--- src/iwl_pkg.sv ---
// ----------------------------------------------------------------------------
// iwl_pkg: shared definitions for the interpolated wavetable lookup core
// Command and register codes, size constants, front-end states and the
// saturating Q31 helper used by the back end.
// ----------------------------------------------------------------------------
package iwl_pkg;

    // Default table storage depth and the transaction queue depth
    localparam int TABLE_DEPTH_DEF = 1024;
    localparam int QUEUE_DEPTH_DEF = 4;

    // Field widths fixed by the interface
    localparam int SIZE_W   = 11;
    localparam int ADDR_W   = 10;
    localparam int SAMPLE_W = 32;
    localparam int PHASE_W  = 32;
    localparam int WHOLE_W  = 16;
    localparam int FRAC_W   = 16;

    // One remainder bit per divide step, one step per integer phase bit
    localparam int DIV_STEPS = WHOLE_W;
    localparam int DIV_CNT_W = $clog2(DIV_STEPS);

    // Command codes
    localparam logic CMD_WRITE  = 1'b0;
    localparam logic CMD_LOOKUP = 1'b1;

    // Configuration register indexes
    localparam int   CFG_IDX_W      = 1;
    localparam logic REG_TABLE_SIZE = 1'b0;
    localparam logic REG_FAST_MODE  = 1'b1;

    localparam logic [SIZE_W-1:0] TABLE_SIZE_RST = 11'd1024;

    // Q31 limits
    localparam logic signed [SAMPLE_W-1:0] Q31_MAX = 32'sh7fff_ffff;
    localparam logic signed [SAMPLE_W-1:0] Q31_MIN = 32'sh8000_0000;

    // Front-end sequencer states
    typedef enum logic [1:0] {
        FS_IDLE,
        FS_DIVIDE,
        FS_PUSH
    } fstate_t;

    // Saturate a 34-bit signed value into the Q31 range
    function automatic logic signed [SAMPLE_W-1:0] sat_q31(input logic signed [33:0] v);
        logic signed [SAMPLE_W-1:0] r;
        if (v > 34'(Q31_MAX)) begin
            r = Q31_MAX;
        end
        else if (v < 34'(Q31_MIN)) begin
            r = Q31_MIN;
        end
        else begin
            r = v[SAMPLE_W-1:0];
        end
        return r;
    endfunction

endpackage

--- src/iwl_front.sv ---
// ----------------------------------------------------------------------------
// iwl_front: input side of the wavetable lookup core
// Accepts transactions, drops out-of-range writes, wraps the phase index to
// the table size (mask in fast mode, iterative modulo in precise mode) and
// pushes a packed entry into the transaction queue.
// ----------------------------------------------------------------------------
module iwl_front #(
    parameter int TABLE_DEPTH = iwl_pkg::TABLE_DEPTH_DEF,
    parameter int ENTRY_W     = 2 + 2 * $clog2(TABLE_DEPTH) + 48
) (
    input  logic                        clk,
    input  logic                        rst_n,
    // Input channel
    input  logic                        in_valid,
    output logic                        in_stall,
    input  logic                        command,
    input  logic [iwl_pkg::ADDR_W-1:0]  entry_address,
    input  logic [31:0]                 entry_value,
    input  logic [iwl_pkg::PHASE_W-1:0] phase_index,
    // Configuration
    input  logic [iwl_pkg::SIZE_W-1:0]  eff_size,
    input  logic                        fast_mode,
    // Queue push side
    input  logic                        q_full,
    output logic                        q_push,
    output logic [ENTRY_W-1:0]          q_data
);
    import iwl_pkg::*;

    localparam int IDX_W = $clog2(TABLE_DEPTH);

    fstate_t                state_reg, state_next;
    logic [WHOLE_W-1:0]     whole_reg;
    logic [FRAC_W-1:0]      frac_reg;
    logic [SIZE_W-1:0]      rem_reg;
    logic [DIV_CNT_W-1:0]   cnt_reg;

    logic                   accept;
    logic                   write_ok;
    logic [SIZE_W-1:0]      mask;
    logic [WHOLE_W-1:0]     whole_in;
    logic [WHOLE_W-1:0]     whole_inc;
    logic [SIZE_W-1:0]      fast_ia;
    logic [SIZE_W-1:0]      fast_ib;
    logic [SIZE_W:0]        trial;
    logic [SIZE_W-1:0]      rem_step;
    logic [SIZE_W:0]        rem_inc;
    logic [SIZE_W-1:0]      prec_ib;
    logic                   e_cmd;
    logic                   e_fast;
    logic [IDX_W-1:0]       e_ia;
    logic [IDX_W-1:0]       e_ib;
    logic [31:0]            e_value;
    logic [FRAC_W-1:0]      e_frac;

    assign accept   = in_valid && !in_stall;
    assign write_ok = 32'(entry_address) < 32'(TABLE_DEPTH);

    // Mask wrap for fast mode
    assign mask      = eff_size - SIZE_W'(1);
    assign whole_in  = phase_index[PHASE_W-1 -: WHOLE_W];
    assign whole_inc = whole_in + WHOLE_W'(1);
    assign fast_ia   = whole_in[SIZE_W-1:0] & mask;
    assign fast_ib   = whole_inc[SIZE_W-1:0] & mask;

    // One restoring modulo step: shift in the next integer bit
    always_comb
    begin
        trial = {rem_reg, whole_reg[WHOLE_W-1]};
        if (trial >= {1'b0, eff_size}) begin
            trial = trial - {1'b0, eff_size};
        end
        rem_step = trial[SIZE_W-1:0];
    end

    // Second index in precise mode wraps back to zero at the size
    assign rem_inc = {1'b0, rem_reg} + (SIZE_W + 1)'(1);
    assign prec_ib = (rem_inc == {1'b0, eff_size}) ? '0 : rem_inc[SIZE_W-1:0];

    // Next state
    always_comb
    begin
        state_next = state_reg;
        unique case (state_reg)
            FS_IDLE:
            begin
                if (accept && command == CMD_LOOKUP && !fast_mode) begin
                    state_next = FS_DIVIDE;
                end
            end
            FS_DIVIDE:
            begin
                if (cnt_reg == DIV_CNT_W'(DIV_STEPS - 1)) begin
                    state_next = FS_PUSH;
                end
            end
            FS_PUSH:
            begin
                if (!q_full) begin
                    state_next = FS_IDLE;
                end
            end
            default:
            begin
                state_next = FS_IDLE;
            end
        endcase
    end

    // Outputs: stall, push and the entry contents
    always_comb
    begin
        in_stall = (state_reg != FS_IDLE) || q_full;
        q_push   = 1'b0;
        e_cmd    = CMD_LOOKUP;
        e_fast   = fast_mode;
        e_ia     = '0;
        e_ib     = '0;
        e_value  = '0;
        e_frac   = frac_reg;
        unique case (state_reg)
            FS_IDLE:
            begin
                e_cmd   = command;
                e_value = entry_value;
                e_frac  = phase_index[FRAC_W-1:0];
                if (command == CMD_WRITE) begin
                    e_ia   = IDX_W'(32'(entry_address));
                    q_push = accept && write_ok;
                end
                else begin
                    e_ia   = IDX_W'(32'(fast_ia));
                    e_ib   = IDX_W'(32'(fast_ib));
                    q_push = accept && fast_mode;
                end
            end
            FS_DIVIDE:
            begin
                q_push = 1'b0;
            end
            FS_PUSH:
            begin
                e_fast = 1'b0;
                e_ia   = IDX_W'(32'(rem_reg));
                e_ib   = IDX_W'(32'(prec_ib));
                q_push = !q_full;
            end
            default:
            begin
                q_push = 1'b0;
            end
        endcase
    end

    assign q_data = {e_cmd, e_fast, e_ia, e_ib, e_value, e_frac};

    // State register
    always_ff @(posedge clk or negedge rst_n)
    begin
        if (!rst_n) begin
            state_reg <= FS_IDLE;
        end
        else begin
            state_reg <= state_next;
        end
    end

    // Divider datapath
    always_ff @(posedge clk)
    begin
        if (state_reg == FS_IDLE && accept) begin
            whole_reg <= whole_in;
            frac_reg  <= phase_index[FRAC_W-1:0];
            rem_reg   <= '0;
            cnt_reg   <= '0;
        end
        else if (state_reg == FS_DIVIDE) begin
            whole_reg <= {whole_reg[WHOLE_W-2:0], 1'b0};
            rem_reg   <= rem_step;
            cnt_reg   <= cnt_reg + DIV_CNT_W'(1);
        end
    end

endmodule

--- config.mk ---
export PLATFORM = sky130hd
export DESIGN_NAME = iwl_front
export DESIGN_NICKNAME = d
export VERILOG_FILES = /design/src/iwl_pkg.sv /design/src/iwl_front.sv
export SDC_FILE = /design/constraint.sdc
export NUM_CORES = 1
export LEC_CHECK = 0
export BUFFER_PORTS_ARGS = -buffer_cell sky130_fd_sc_hd__buf_2
export CORE_MARGIN = 1
export CORE_UTILIZATION = 45
export CTS_CLUSTER_DIAMETER = 30
export DETAILED_ROUTE_END_ITERATION = 10
export PLACE_DENSITY = 0.78
export SKIP_LAST_GASP = 1
export SYNTH_ARGS = -nofsm -noshare
export SYNTH_HDL_FRONTEND = slang
export SYNTH_SLANG_ARGS = --single-unit
--- constraint.sdc ---
create_clock -name clk -period 2.7 [get_ports clk]
set_input_delay 0.54 -clock clk [delete_from_list [all_inputs] [get_ports clk]]
set_output_delay 0.54 -clock clk [all_outputs]
set_load 0.005 [all_outputs]
==> run metrics <==
status complete, but fails checks; failing checks setup timing; crit path kind reg2out; Std-Cell Rows 34; ranking of synthesized cells by area edfxtp_1 24%, dfxtp_1 7.5%, nand2_1 6.9%; clock share of power 9.3%; Slew Viols, Final 0; Synth Area in Compound Gates 15.4%; height of the die 96.6 um; MaxCap Viol Count 0; Crit Path Max Fanout 5; most common flop cell mapped by yosys edfxtp_1; initial antenna violation count 0; vias 4355; CP arrival 2.34 ns; Seq pwr share 27.3%; #FFs+latches synth 49; port bufs 162; slowest CP cell dfxtp_2; wire per inst 16.6 um; Psw 2.16 mW; Vias per Instance 5.62; global route overflow 0; pwr dens 909 nW/um^2; Setup WS pre-CTS -0.0489 ns; Antenna Nets Post-Route 0; Worst slew margin 68.2%; RePlAce Congestion 0.980; R2R Path End rem_reg[0]$_SDFFE_PP0P_; CTS tree built; crit share post-route 107%; reg2reg path depth 11; R2R setup slack 0.27 ns; Mapped Area 4030 um^2; Core Area 8680 um^2; CP most frequent cell buf_4; clk_skew 0.0147 ns; Die Wd 96.6 um; Worst setup EP type output pin; XOR/XNOR Fraction of Synth Area 9.05%; async set or reset register ratio after synthesis 4.08%; layout cells sized above 1 42.6%; Worst Tran Pin Value 0.471 ns; Synth top area share 23.9%; Register Area 1340 um^2; EDFF count, synth 32; cells along the critical path nand3_2 -> nor4_2 -> buf_4 -> xnor3_1 -> o21ai_2 -> o41ai_4 -> buf_4 -> o32ai_2 -> buf_2; vias in the first global route 3884; maximum vdd ir drop 0.436 mV; DPL Wire Length 9.83 mm; Post-Synth Simple-Gate Area 24.6%; commonest non-fill, non-tap cell in the layout buf_2; switching portion of total power 42.7%; Initial Util 46.4%; final count of hold timing violations 0; FILL cells 714; Final WS setup -0.177 ns; CP Launch Type register; Antenna Cells 0; Iteration-0 DRC Markers 316; Netlist cell types 55; Min-Delay Path Class in2reg; Worst EP required 2.16 ns; Syn Area/Cell 8.37 um^2; RSZ-0062 raised after global routing yes; TritonCTS Buffers 5; Synth-to-Final Area Change 38.6%; Root Driver clkbuf_8; DR DRC count 0; syn nets 588; H-tree lvl count 2; Mapped Cells 481; pin count of the biggest net entering global routing 51; largest stage delay on the critical path 0.41 ns; cell accounting for the most synthesized area edfxtp_1; # nets final 773; Routed WL 12.9 mm; Die ar. 9330 um^2; hold path start phase_index[8]; Yosys warnings 0; Tmin final 2.88 ns; main combinational cell family by area after synthesis simple AND/OR/NAND/NOR gates; CTS clk-pin slew, worst paths 0.10 ns; Multi-input gate area 2680 um^2; first-pass GRT wire length 18.7 mm; Tot GR Track Use 26.2%; internal power 2.91 mW; setup TNS -1.37 ns; endpoints failing setup 11; CTS max path bufs 2; most frequent cells in the layout 162 x buf_2, 73 x nand2_1, 41 x buf_4, 33 x and2_1, 32 x edfxtp_1; register area share after synthesis 32.6%; Fmax 348 MHz; origin of the critical flop-to-flop path rem_reg[0]$_SDFFE_PP0P_; CTS sink cnt 49; post-synthesis mux area share 6.75%; clock latency on the worst-skew pair 0.31 ns; worst hold path depth 1; Top Ports 163; logic gate share of total power 63.4%; Detailed Routing Iterations Pass 1 7; Hold Path End frac_reg[8]$_DFFE_PP_; static leakage 2.60 nW; post-synthesis adder-cell area fraction 5.16%
==> per-stage QoR <==
step           hold slack (ns)  util (%)  std cells  power, mW  cell area [um^2]
3_3_place_gp             0.331      59.2        756       4.18              5140
2_1_floorplan            0.244         -        481       3.19              4030
6_report                 0.419      64.3        775       5.07              5580
3_5_place_dp             0.328      59.2        756       4.24              5140
4_1_cts                  0.414      62.8        773       4.91              5450
5_1_grt                  0.402      64.3        775       5.48              5580
==> how the worst max path moves through the flow <==
| stage | start | to | cells after the start |
|---|---|---|---|
| after floorplan | eff_size[2] | rem_reg[1]$_SDFFE_PP0P_ | 10 |
| after global placement | eff_size[8] | q_data[52] | 9 |
| after detailed placement | eff_size[6] | q_data[50] | 9 |
| after CTS | rem_reg[4]$_SDFFE_PP0P_ | q_data[52] | 9 |
| after global routing | rem_reg[1]$_SDFFE_PP0P_ | q_data[54] | 9 |
| final | rem_reg[5]$_SDFFE_PP0P_ | q_data[52] | 9 |
==> repair_timing <==
item,CTS,global route
gates resized for setup,44,23
hold buffers,1,0
setup endpoints to repair,10,14
buffers inserted,8,2
pin swaps,15,9
hold endpoints to repair,2,0
==> routing by layer <==
metal | track usage [%] | vias to the layer above | part of all wire [%]
met4 | 7.97 | 0 | 2.1
met3 | 3.83 | 21 | 9.7
met5 | 0 | - | 0
li1 | - | 2070 | -
met2 | 43.4 | 274 | 48
met1 | 35.3 | 1990 | 40
==> layout make-up <==
cell class,instances,area share [%]
clock buffers,5,1.23
clock inverters,3,0.448
inverters,29,1.95
multi-input cells,370,48.1
flip-flops and latches,49,23.9
well taps,108,2.42
repair buffers,211,22.0
==> Yosys cell counts (5+ instances only) <==
cell type / count
a21oi_1: 16
nand2_1: 74
nor2b_1: 5
nor2_1: 20
nand3_1: 21
edfxtp_1: 32
mux2i_1: 8
clkbuf_1: 21
o211ai_1: 6
xor2_1: 14
inv_1: 29
buf_2: 8
o21ai_0: 27
xnor2_1: 25
nor3_1: 8
dfxtp_1: 15
ha_1: 15
or3_1: 7
mux2_2: 17
nand2b_1: 6
and2_1: 33
a222oi_1: 5
==> kinds of logic (layout without fill, tap and decap cells) <==
kind of cell	Yosys count	in the layout
AND/OR/NAND/NOR	198	198
AO/OA/AOI/OAI	91	91
buffers and inverters	62	248
flip-flops	49	49
XOR/XNOR	40	40
multiplexers	25	25
adder cells (fa/ha/maj)	16	16
==> critical path: cells and delay by family, from the launching register on <==
| kind | cells | cell delay (ns) |
|---|---|---|
| AOI/OAI and AO/OA | 3 | 0.47 |
| xor gates and xnor gates | 1 | 0.15 |
| and+or+nand+nor | 2 | 0.46 |
| buffers and inverters | 3 | 0.57 |
| DFF | 1 | 0.41 |
==> power groups by stage <==
stage	logic (mW)	clock network, mW	registers (mW)
final	3.22	0.471	1.38
after global routing	3.56	0.509	1.41
after CTS	3.08	0.472	1.36
after global placement	2.84	0	1.34
after floorplan	1.94	0	1.25
after detailed placement	2.90	0	1.35
(Power assumes the default switching activity.)
