`config.mk`:
```
export PLATFORM = sky130hd
export DESIGN_NAME = iwl_queue
export DESIGN_NICKNAME = d
export VERILOG_FILES = /design/src/iwl_pkg.sv /design/src/iwl_queue.sv
export SDC_FILE = /design/constraint.sdc
export NUM_CORES = 1
export LEC_CHECK = 0
export BUFFER_PORTS_ARGS = -buffer_cell sky130_fd_sc_hd__buf_2
export CORE_MARGIN = 2
export CORE_UTILIZATION = 50
export DETAILED_ROUTE_END_ITERATION = 10
export HOLD_SLACK_MARGIN = 0.08
export PLACE_DENSITY = 0.74
export RECOVER_POWER = 25
export SLEW_MARGIN = 20
export SYNTH_ARGS = -nofsm -noshare
export SYNTH_HDL_FRONTEND = slang
export SYNTH_SLANG_ARGS = --single-unit
```
`constraint.sdc`:
```
create_clock -name clk -period 1.5 [get_ports clk]
set_clock_uncertainty 0.15 [all_clocks]
set_input_delay 0.225 -clock clk [delete_from_list [all_inputs] [get_ports clk]]
set_output_delay 0.225 -clock clk [all_outputs]
set_load 0.005 [all_outputs]
```
`src/iwl_pkg.sv`:
```
// ----------------------------------------------------------------------------
// iwl_pkg: shared definitions for the interpolated wavetable lookup core
// Command and register codes, size constants, front-end states and the
// saturating Q31 helper used by the back end.
// ----------------------------------------------------------------------------
package iwl_pkg;

    // Default table storage depth and the transaction queue depth
    localparam int TABLE_DEPTH_DEF = 1024;
    localparam int QUEUE_DEPTH_DEF = 4;

    // Field widths fixed by the interface
    localparam int SIZE_W   = 11;
    localparam int ADDR_W   = 10;
    localparam int SAMPLE_W = 32;
    localparam int PHASE_W  = 32;
    localparam int WHOLE_W  = 16;
    localparam int FRAC_W   = 16;

    // One remainder bit per divide step, one step per integer phase bit
    localparam int DIV_STEPS = WHOLE_W;
    localparam int DIV_CNT_W = $clog2(DIV_STEPS);

    // Command codes
    localparam logic CMD_WRITE  = 1'b0;
    localparam logic CMD_LOOKUP = 1'b1;

    // Configuration register indexes
    localparam int   CFG_IDX_W      = 1;
    localparam logic REG_TABLE_SIZE = 1'b0;
    localparam logic REG_FAST_MODE  = 1'b1;

    localparam logic [SIZE_W-1:0] TABLE_SIZE_RST = 11'd1024;

    // Q31 limits
    localparam logic signed [SAMPLE_W-1:0] Q31_MAX = 32'sh7fff_ffff;
    localparam logic signed [SAMPLE_W-1:0] Q31_MIN = 32'sh8000_0000;

    // Front-end sequencer states
    typedef enum logic [1:0] {
        FS_IDLE,
        FS_DIVIDE,
        FS_PUSH
    } fstate_t;

    // Saturate a 34-bit signed value into the Q31 range
    function automatic logic signed [SAMPLE_W-1:0] sat_q31(input logic signed [33:0] v);
        logic signed [SAMPLE_W-1:0] r;
        if (v > 34'(Q31_MAX)) begin
            r = Q31_MAX;
        end
        else if (v < 34'(Q31_MIN)) begin
            r = Q31_MIN;
        end
        else begin
            r = v[SAMPLE_W-1:0];
        end
        return r;
    endfunction

endpackage

```
`src/iwl_queue.sv`:
```
// ----------------------------------------------------------------------------
// iwl_queue: transaction queue between front and back end
// Small synchronous FIFO; push and pop may happen in the same cycle.
// ----------------------------------------------------------------------------
module iwl_queue #(
    parameter int DEPTH = iwl_pkg::QUEUE_DEPTH_DEF,
    parameter int WIDTH = 8
) (
    input  logic             clk,
    input  logic             rst_n,
    input  logic             push,
    input  logic [WIDTH-1:0] push_data,
    input  logic             pop,
    output logic [WIDTH-1:0] head,
    output logic             empty,
    output logic             full
);
    import iwl_pkg::*;

    localparam int PTR_W = (DEPTH > 1) ? $clog2(DEPTH) : 1;
    localparam int CNT_W = $clog2(DEPTH + 1);

    logic [WIDTH-1:0] slots [DEPTH];
    logic [PTR_W-1:0] wr_ptr_reg;
    logic [PTR_W-1:0] rd_ptr_reg;
    logic [CNT_W-1:0] count_reg;

    assign empty = (count_reg == '0);
    assign full  = (count_reg == CNT_W'(DEPTH));
    assign head  = slots[rd_ptr_reg];

    // Slot storage
    always_ff @(posedge clk)
    begin
        if (push) begin
            slots[wr_ptr_reg] <= push_data;
        end
    end

    // Pointers and fill count
    always_ff @(posedge clk or negedge rst_n)
    begin
        if (!rst_n) begin
            wr_ptr_reg <= '0;
            rd_ptr_reg <= '0;
            count_reg  <= '0;
        end
        else begin
            if (push) begin
                wr_ptr_reg <= (wr_ptr_reg == PTR_W'(DEPTH - 1)) ? '0 : wr_ptr_reg + PTR_W'(1);
            end
            if (pop) begin
                rd_ptr_reg <= (rd_ptr_reg == PTR_W'(DEPTH - 1)) ? '0 : rd_ptr_reg + PTR_W'(1);
            end
            if (push && !pop) begin
                count_reg <= count_reg + CNT_W'(1);
            end
            else if (pop && !push) begin
                count_reg <= count_reg - CNT_W'(1);
            end
        end
    end

endmodule

```
==> impl_metrics.csv, run 1 <==
group,metric,value,unit
route,first_iter_violations,21,
placed_design,io_buffers,21,
sta,tightestPinTransition,0.464,ns
placed_design,place_congestion,0.616,
route,drt_first_pass_iters,3,
placed_design,placed_cells,156,
sta,finalHoldViolCount,0,
die,die_height,60.0,um
clock_network,htreeDepth,2,
sta,fmax,521,MHz
die,core,3030,um2
sta,period_share,128,%
synth,synthesis.area,1570,um2
critical_path,crit_slowest_cell,"mux4_2",
layout,layout.nets,152,
run,drv_cap,0,
sta,setup_slack,-0.419,ns
power,p_int,2.33,mW
sta,period_minus_slack,1.92,ns
global_route,grt_max_degree,12,
global_route,grt_overflow,0,
critical_path,cp_max_fo,8,
critical_path,startpoint_type,"flop",
hold_path,whs_path_depth,3,
global_route,first_global_vias,890,
route,vias,875,
die,start_util,51.9,%
sta,final.setup.tns,-3.32,ns
global_route,antenna_found_initial,0,
power,vdd_drop_max,0.899,mV
hold_path,min_from,"push",
critical_path,crit_path_max_incr_delay,0.50,ns
layout,antennaDiodeCount,0,
route,vias_per_cell,4.92,
global_route,grtUsageTotal,17.3,%
clock_network,clkTransAtPathRegs,0.10,ns
synth,ys_seq_area_share,72.4,%
route,drt_wl_total,2540,um
layout,largest_reg_flops,32,
synth,postSynthAreaPerCell,19.9,um2
die,num_io_pins,22,
critical_path,worst_setup_path_end_kind,"primary output",
clock_network,clk_path_buf_depth,2,
synth,synth.area.top_cells,"edfxtp_1 (61%), mux4_2 (11%), dfrtp_1 (11%)",
die,die_x,60.0,um
synth,synth.distinct_cells,18,
critical_path,critPathArrivalTime,1.54,ns
layout,instances_no_fill,178,
critical_path,required,1.12,ns
power,swShare,29.3,%
synth,synth_edf_count,32,
clock_network,cts_num_sinks,39,
die,dieArea,3600,um2
hold_path,hp-class,"in -> reg",
global_route,grt_pass1_wl,4220,um
synth,yosys_warnings,0,
synth,yosysTopAreaCell,"edfxtp_1",
route,ant_nets,0,
sta,rsz0062_at_grt,"true",
synth,synth_top_area_share,61.2,%
clock_network,clock_latency,0.34,ns
power,p_sw,963,uW
power,total_power,3.29,mW
clock_network,clockRootBuffer,"clkbuf_4",
sta,slew_headroom,69.1,%
synth,async_reset_ff_share,17.9,%
power,clkPwrFrac,15.0,%
layout,drive_gt1_share,41.0,%
route,drc,0,
layout,final_util,67.7,%
synth,synth_common_cells,"edfxtp_1 (32), mux4_2 (8), dfrtp_1 (7)",
route,wl_per_cell,14.3,um
synth,ys.flop_type,"edfxtp_1",
critical_path,rr_worst_depth,4,
clock_network,cts_buffers,5,
die,rows,20,
placed_design,placed_cell_area,1830,um2
critical_path,crit_start,"rd_ptr_reg[0]$_DFFE_PN0P_",
placed_design,post-place-ws,-0.136,ns
sta,maxSlewViolCount,0,
sta,whs,0.133,ns
power,p_leak,0.789,nW
synth,yosysMostFrequentCell,"edfxtp_1",
critical_path,crit_type,"reg -> out",
clock_network,cts_tree,"done",
synth,syn_inst,79,
power,seqPwrFrac,49.0,%
power,power.density,1600,nW/um2
sta,setup_viol,10,
synth,synthesis.nets,98,
power,combPwrFrac,36.0,%
placed_design,dp_hpwl,1720,um
layout,syn2layout_area_growth,30.6,%
status,status,"finished, violations left",
status,violations,"negative setup slack",
layout,postLayoutCellArea,2050,um2
critical_path,r2r_start,"count_reg[1]$_DFFE_PN0P_",
critical_path,path_cells,"buf_12 -> mux4_2 -> buf_2",
synth,synth-seq-cells,39,
==> critical path: cells and delay by family, from the launching register on <==
kind / cells / cell delay, ns
DFF: 1 / 0.41
muxes: 1 / 0.50
buffers and inverters: 2 / 0.30
==> cell type report <==
cell class	count	area, um2
fillers	215	977
multi-input cells	33	430
clock inverters	1	5.00
flip-flops and latches	39	1140
clock buffers	7	45.0
well taps	44	55.1
repair buffers	49	359
inverters	5	18.8
==> metal layers <==
layer  share of wire [%]  routed length [um]  vias up  global-route usage [%]
met5                   0                   0        -                       0
met4                 1.3                  34        0                    9.52
met3                 4.3                 110        4                    5.41
met2                  50                1270       17                    28.0
met1                  44                1120      445                    20.4
li1                    -                   -      409                       -
==> layout by cell type (no fill, tap or decap), drive strengths merged <==
cell type,count
ha,6
nor3b,1
mux4,8
and2,4
edfxtp,32
nand3,1
clkinv,1
nand2,1
xor2,2
nor3,1
buf,32
mux2,3
fa,1
xnor2,1
nor2,2
clkbuf,12
dlygate4sd3,12
dfrtp,7
inv,5
o21ai,2
==> worst paths after layout <==
path | endpoint | slack, ns
worst max-delay path | head[3] | -0.42
worst min-delay path | count_reg[0]$_DFFE_PN0P_ | 0.13
worst max register to register | count_reg[2]$_DFFE_PN0P_ | 0.01
worst min register to register | count_reg[2]$_DFFE_PN0P_ | 0.40
max in group asynchronous | count_reg[1]$_DFFE_PN0P_ | 0.24
min in group asynchronous | count_reg[2]$_DFFE_PN0P_ | 0.68
==> power by group through the flow <==
stage | sequential [mW] | clock [mW] | combinational, mW
after floorplan | 1.53 | 0 | 0.676
after global placement | 1.59 | 0 | 1.04
after detailed placement | 1.60 | 0 | 1.07
after CTS | 1.59 | 0.514 | 1.14
after global routing | 1.64 | 0.561 | 1.33
final | 1.61 | 0.493 | 1.18
==> kinds of logic (layout without fill, tap and decap cells) <==
logic type	count (synthesis)	count (layout)	share of synthesized area, %
buffers and inverters	7	62	2.23
flip-flops	39	39	72.4
AND/OR/NAND/NOR	10	10	3.43
adder cells (fa/ha/maj)	7	7	6.06
AO/OA/AOI/OAI	2	2	0.637
multiplexers	11	11	13.6
XOR/XNOR	3	3	1.67
==> what timing repair did <==
item | in CTS | in global routing
hold endpoints to repair | 42 | 0
hold buffers | 12 | 0
setup buffers | 1 | 1
endpoints found under the setup margin | 10 | 17
resized for setup | 4 | 5
(Power assumes the default switching activity.)
==> run 2: changes to the inputs <==
--- a/config.mk
+++ b/config.mk
@@ -6,11 +6,13 @@
 export NUM_CORES = 1
 export LEC_CHECK = 0
 export BUFFER_PORTS_ARGS = -buffer_cell sky130_fd_sc_hd__buf_2
-export CORE_MARGIN = 2
-export CORE_UTILIZATION = 50
+export CELL_PAD_IN_SITES_DETAIL_PLACEMENT = 0
+export CELL_PAD_IN_SITES_GLOBAL_PLACEMENT = 1
+export CORE_MARGIN = 5
+export CORE_UTILIZATION = 43
 export DETAILED_ROUTE_END_ITERATION = 10
 export HOLD_SLACK_MARGIN = 0.08
-export PLACE_DENSITY = 0.74
+export PLACE_DENSITY_LB_ADDON = 0.1
 export RECOVER_POWER = 25
 export SLEW_MARGIN = 20
 export SYNTH_ARGS = -nofsm -noshare
==> impl_metrics.csv, run 2 (synthesis results as in run 1) <==
group,metric,value,unit
placed_design,place_congestion,0.659,
global_route,first_global_vias,929,
clock_network,clkTransAtPathRegs,0.07,ns
die,num_io_pins,22,
power,vdd_drop_max,1.03,mV
sta,setup_viol,8,
critical_path,cp_max_fo,8,
route,vias,835,
critical_path,worst_setup_path_end_kind,"primary output",
die,dieArea,4960,um2
die,rows,22,
layout,antennaDiodeCount,0,
power,seqPwrFrac,41.7,%
layout,final_common_cell,"edfxtp_1",
placed_design,post-place-ws,-0.0964,ns
critical_path,crit_type,"reg -> out",
status,status,"finished, violations left",
hold_path,hp-class,"in -> reg",
route,drt_wl_total,2690,um
sta,whs,0.137,ns
power,combPwrFrac,32.4,%
die,start_util,43.5,%
sta,fmax,542,MHz
sta,final.setup.tns,-2.62,ns
sta,setup_slack,-0.346,ns
power,p_int,2.86,mW
global_route,antenna_found_initial,0,
power,power.density,1810,nW/um2
critical_path,critPathArrivalTime,1.47,ns
placed_design,placed_cells,158,
clock_network,cts_buffers,5,
layout,instances_no_fill,177,
sta,period_minus_slack,1.85,ns
global_route,grt_max_degree,13,
layout,syn2layout_area_growth,36.0,%
run,drv_cap,0,
route,vias_per_cell,4.72,
power,total_power,3.86,mW
sta,tightestPinTransition,0.400,ns
clock_network,clockRootBuffer,"clkbuf_8",
status,violations,"negative setup slack",
sta,period_share,123,%
layout,largest_reg_flops,32,
route,wl_per_cell,15.2,um
sta,slew_headroom,73.3,%
clock_network,htreeDepth,2,
sta,rsz0062_at_grt,"true",
clock_network,clk_path_buf_depth,2,
route,drt_first_pass_iters,4,
power,swShare,25.8,%
die,core,3610,um2
power,clkPwrFrac,26.0,%
layout,final_cell_mix,"edfxtp_1 (32), buf_2 (17), dlygate4sd3_1 (9)",
placed_design,dp_hpwl,1900,um
power,p_sw,994,uW
power,p_leak,0.814,nW
clock_network,cts_num_sinks,39,
route,first_iter_violations,60,
clock_network,cts_tree,"done",
sta,finalHoldViolCount,0,
route,drc,0,
sta,maxSlewViolCount,0,
die,die_height,70.4,um
global_route,grtUsageTotal,12.0,%
global_route,grt_pass1_wl,4380,um
critical_path,required,1.12,ns
layout,layout.nets,147,
critical_path,startpoint_type,"flop",
layout,drive_gt1_share,42.6,%
clock_network,clock_latency,0.28,ns
route,ant_nets,0,
placed_design,io_buffers,21,
die,die_x,70.4,um
global_route,grt_overflow,0,
run 2: layer usage:
| metal | vias to the layer above | track usage, % | part of all wire (%) |
|---|---|---|---|
| met2 | 15 | 20.4 | 55 |
| met5 | - | 0 | 0 |
| met3 | 7 | 3.88 | 3.7 |
| met4 | 0 | 6.38 | 2.2 |
| li1 | 397 | - | - |
| met1 | 416 | 13.4 | 39 |
run 2: critical path: stages (launching register included):
cell	delay, ns
dfrtp_1	0.39
buf_12	0.15
mux4_2	0.50
buf_2	0.14
run 2: worst paths after layout:
check                                            end  slack [ns]                 startpoint  depth (start not counted)
min in group asynchronous   count_reg[1]$_DFFE_PN0P_        0.22                      rst_n                          2
max in group asynchronous  rd_ptr_reg[1]$_DFFE_PN0P_        0.68                      rst_n                          2
hold reg to reg             count_reg[2]$_DFFE_PN0P_        0.35   count_reg[2]$_DFFE_PN0P_                          1
setup reg to reg            count_reg[2]$_DFFE_PN0P_        0.04   count_reg[1]$_DFFE_PN0P_                          4
hold / removal             wr_ptr_reg[1]$_DFFE_PN0P_        0.14                       push                          3
setup / recovery                             head[5]       -0.35  rd_ptr_reg[0]$_DFFE_PN0P_                          3
run 2: stage by stage:
| step | cell area (um2) | util [%] |
|---|---|---|
| 6_report | 2140 | 59.2 |
| 5_1_grt | 2140 | 59.2 |
| 4_1_cts | 2120 | 58.7 |
| 3_5_place_dp | 1870 | 51.9 |
| 3_3_place_gp | 1870 | 51.9 |
| 2_1_floorplan | 1570 | - |
run 2: power groups by stage:
stage	Sequential, mW	Combinational (mW)	Clock (mW)
3_5_place_dp	1.62	1.14	0
5_1_grt	1.64	1.38	1.07
6_report	1.61	1.25	1.00
2_1_floorplan	1.53	0.676	0
3_3_place_gp	1.60	1.12	0
4_1_cts	1.60	1.21	1.03
run 2: area by class of cell:
class,instances,area [um2]
multi-input combinational,33,424
fill,304,1470
tap,48,60.1
clock buffer,6,72.6
timing repair buffer,44,362
clock inverter,2,60.1
sequential,39,1140
inverter,5,18.8
run 2: timing repair:
action | in CTS | in global routing
endpoints found under the hold margin | 39 | 0
resized for setup | 4 | 3
endpoints found under the setup margin | 11 | 11
hold buffers | 9 | 0
buffers inserted | 1 | 1
==> run 3: changes to the inputs <==
--- a/config.mk
+++ b/config.mk
@@ -8,6 +8,7 @@
 export BUFFER_PORTS_ARGS = -buffer_cell sky130_fd_sc_hd__buf_2
 export CELL_PAD_IN_SITES_DETAIL_PLACEMENT = 0
 export CELL_PAD_IN_SITES_GLOBAL_PLACEMENT = 1
+export CORE_ASPECT_RATIO = 0.9
 export CORE_MARGIN = 5
 export CORE_UTILIZATION = 43
 export DETAILED_ROUTE_END_ITERATION = 10
==> constraint.sdc (replaced) <==
create_clock -name clk -period 1.5 [get_ports clk]
set_clock_uncertainty 0.15 [all_clocks]
set_input_delay 0.375 -clock clk [delete_from_list [all_inputs] [get_ports clk]]
set_output_delay 0.375 -clock clk [all_outputs]
set_load 0.005 [all_outputs]
==> impl_metrics.csv, run 3 (synthesis results as in run 1) <==
group,metric,value,unit
hold_path,whs_path_depth,1,
critical_path,startpoint_type,"flop",
global_route,grt_overflow,0,
global_route,first_global_vias,883,
route,ant_nets,0,
clock_network,clk_path_buf_depth,2,
sta,tightestPinTransition,0.228,ns
placed_design,io_buffers,21,
die,core,3450,um2
sta,period_minus_slack,1.98,ns
clock_network,clockRootBuffer,"clkbuf_8",
die,start_util,45.5,%
sta,setup_slack,-0.475,ns
sta,slew_headroom,84.8,%
status,status,"finished, violations left",
global_route,grt_max_degree,12,
clock_network,cts_tree,"done",
hold_path,min_to,"slots[2][0]$_DFFE_PP_",
critical_path,worst_setup_path_end_kind,"primary output",
route,vias_per_cell,4.81,
route,drc,0,
placed_design,place_congestion,0.759,
critical_path,critPathArrivalTime,1.45,ns
clock_network,clkTransAtPathRegs,0.07,ns
sta,setup_viol,11,
power,power.density,1720,nW/um2
route,wl_per_cell,15.1,um
hold_path,min_from,"push_data[0]",
die,die_x,73.7,um
layout,nFillCells,276,
clock_network,cts_buffers,5,
layout,final_common_cell,"edfxtp_1",
route,vias,804,
placed_design,dp_hpwl,1770,um
layout,postLayoutCellArea,2000,um2
layout,syn2layout_area_growth,27.4,%
sta,fmax,506,MHz
placed_design,placed_cell_area,1860,um2
layout,layout.nets,141,
clock_network,clock_latency,0.28,ns
critical_path,crit_type,"reg -> out",
critical_path,r2r_end,"count_reg[2]$_DFFE_PN0P_",
die,die_height,67.3,um
run,drv_cap,0,
layout,drive_gt1_share,44.7,%
layout,final_util,57.9,%
layout,largest_reg_flops,32,
global_route,grtUsageTotal,11.9,%
route,drt_wl_total,2520,um
critical_path,required,0.97,ns
hold_path,hp-class,"in -> reg",
sta,finalHoldViolCount,0,
die,dieArea,4960,um2
clock_network,htreeDepth,2,
sta,rsz0062_at_grt,"true",
critical_path,cp_max_fo,9,
global_route,grt_pass1_wl,4200,um
sta,period_share,132,%
critical_path,rr_worst_depth,5,
layout,final_cell_mix,"edfxtp_1 (32), buf_2 (14), buf_4 (12)",
die,num_io_pins,22,
critical_path,r2r_start,"count_reg[0]$_DFFE_PN0P_",
power,vdd_drop_max,0.880,mV
layout,antennaDiodeCount,0,
status,violations,"negative setup slack",
power,p_leak,0.754,nW
clock_network,cts_num_sinks,39,
global_route,antenna_found_initial,0,
critical_path,r2r_setup_slack,-0.02,ns
route,drt_first_pass_iters,4,
layout,multi_input_comb_area,437,um2
die,rows,20,
sta,maxSlewViolCount,0,
route,first_iter_violations,51,
layout,seq_area,1140,um2
## run 3: cell count changes in the layout (fill, tap and decap cells not counted), sizes merged
| cell | delta |
|---|---|
| bufinv | -2 |
| buf | -1 |
| dlygate4sd3 | -8 |
| clkbuf | +4 |
| clkinv | +1 |
## run 3: stage by stage
| step | cells | setup slack, ns | setup TNS (ns) | total power, mW | hold slack (ns) |
|---|---|---|---|---|---|
| finish | 167 | -0.475 | -3.82 | 3.44 | 0.171 |
| global route | 167 | -0.527 | -4.47 | 3.69 | 0.173 |
| detailed placement | 155 | -0.269 | -1.91 | 2.71 | 0.0716 |
| global placement | 155 | -0.230 | -1.86 | 2.68 | 0.0665 |
| floorplan | 79 | -0.0347 | -0.337 | 2.22 | -0.0706 |
| CTS | 167 | -0.495 | -4.05 | 3.46 | 0.144 |
## run 3: area by class of cell
type / count / area share (%)
well taps: 44 / 2.75
clock inverters: 1 / 0.250
flip-flops and latches: 39 / 56.8
inverters: 5 / 1.56
clock buffers: 7 / 3.81
repair buffers: 38 / 12.9
multi-input cells: 33 / 21.8
## run 3: worst max path at each step
stage | startpoint | end | slack [ns] | depth (start not counted)
CTS | rd_ptr_reg[0]$_DFFE_PN0P_ | head[5] | -0.49 | 3
global placement | pop | count_reg[2]$_DFFE_PN0P_ | -0.23 | 8
detailed placement | pop | count_reg[2]$_DFFE_PN0P_ | -0.27 | 8
global route | rd_ptr_reg[0]$_DFFE_PN0P_ | head[5] | -0.53 | 3
finish | rd_ptr_reg[0]$_DFFE_PN0P_ | head[5] | -0.48 | 3
floorplan | rd_ptr_reg[0]$_DFFE_PN0P_ | head[0] | -0.03 | 2
## run 3: report_power, final
part           internal, mW  switching, mW  leakage (nW)  total [mW]
combinational         0.730          0.481         0.336        1.21
clock                 0.326          0.323        0.0422       0.648
sequential             1.43          0.157         0.376        1.58
total                  2.48          0.961         0.754        3.44
## run 3: routing by layer
layer,routed length [um],global-route usage (%),vias up
met3,133,3.72,5
met4,48,6.11,0
met5,0,0,-
li1,-,-,384
met1,1120,14.8,397
met2,1210,18.7,18
## run 3: what timing repair did
| action | 4_1_cts | 5_1_grt |
|---|---|---|
| resized for setup | 4 | 2 |
| pin swaps | 1 | 3 |
| setup endpoints to repair | 12 | 13 |
| hold buffers | 1 | 0 |
| buffers inserted | 3 | 0 |
| endpoints found under the hold margin | 7 | 0 |
## run 3: critical path, stage by stage, from the launching register on
cell and delay [ns]:
dfrtp_1 0.37, buf_12 0.15, mux4_2 0.50, buf_2 0.14
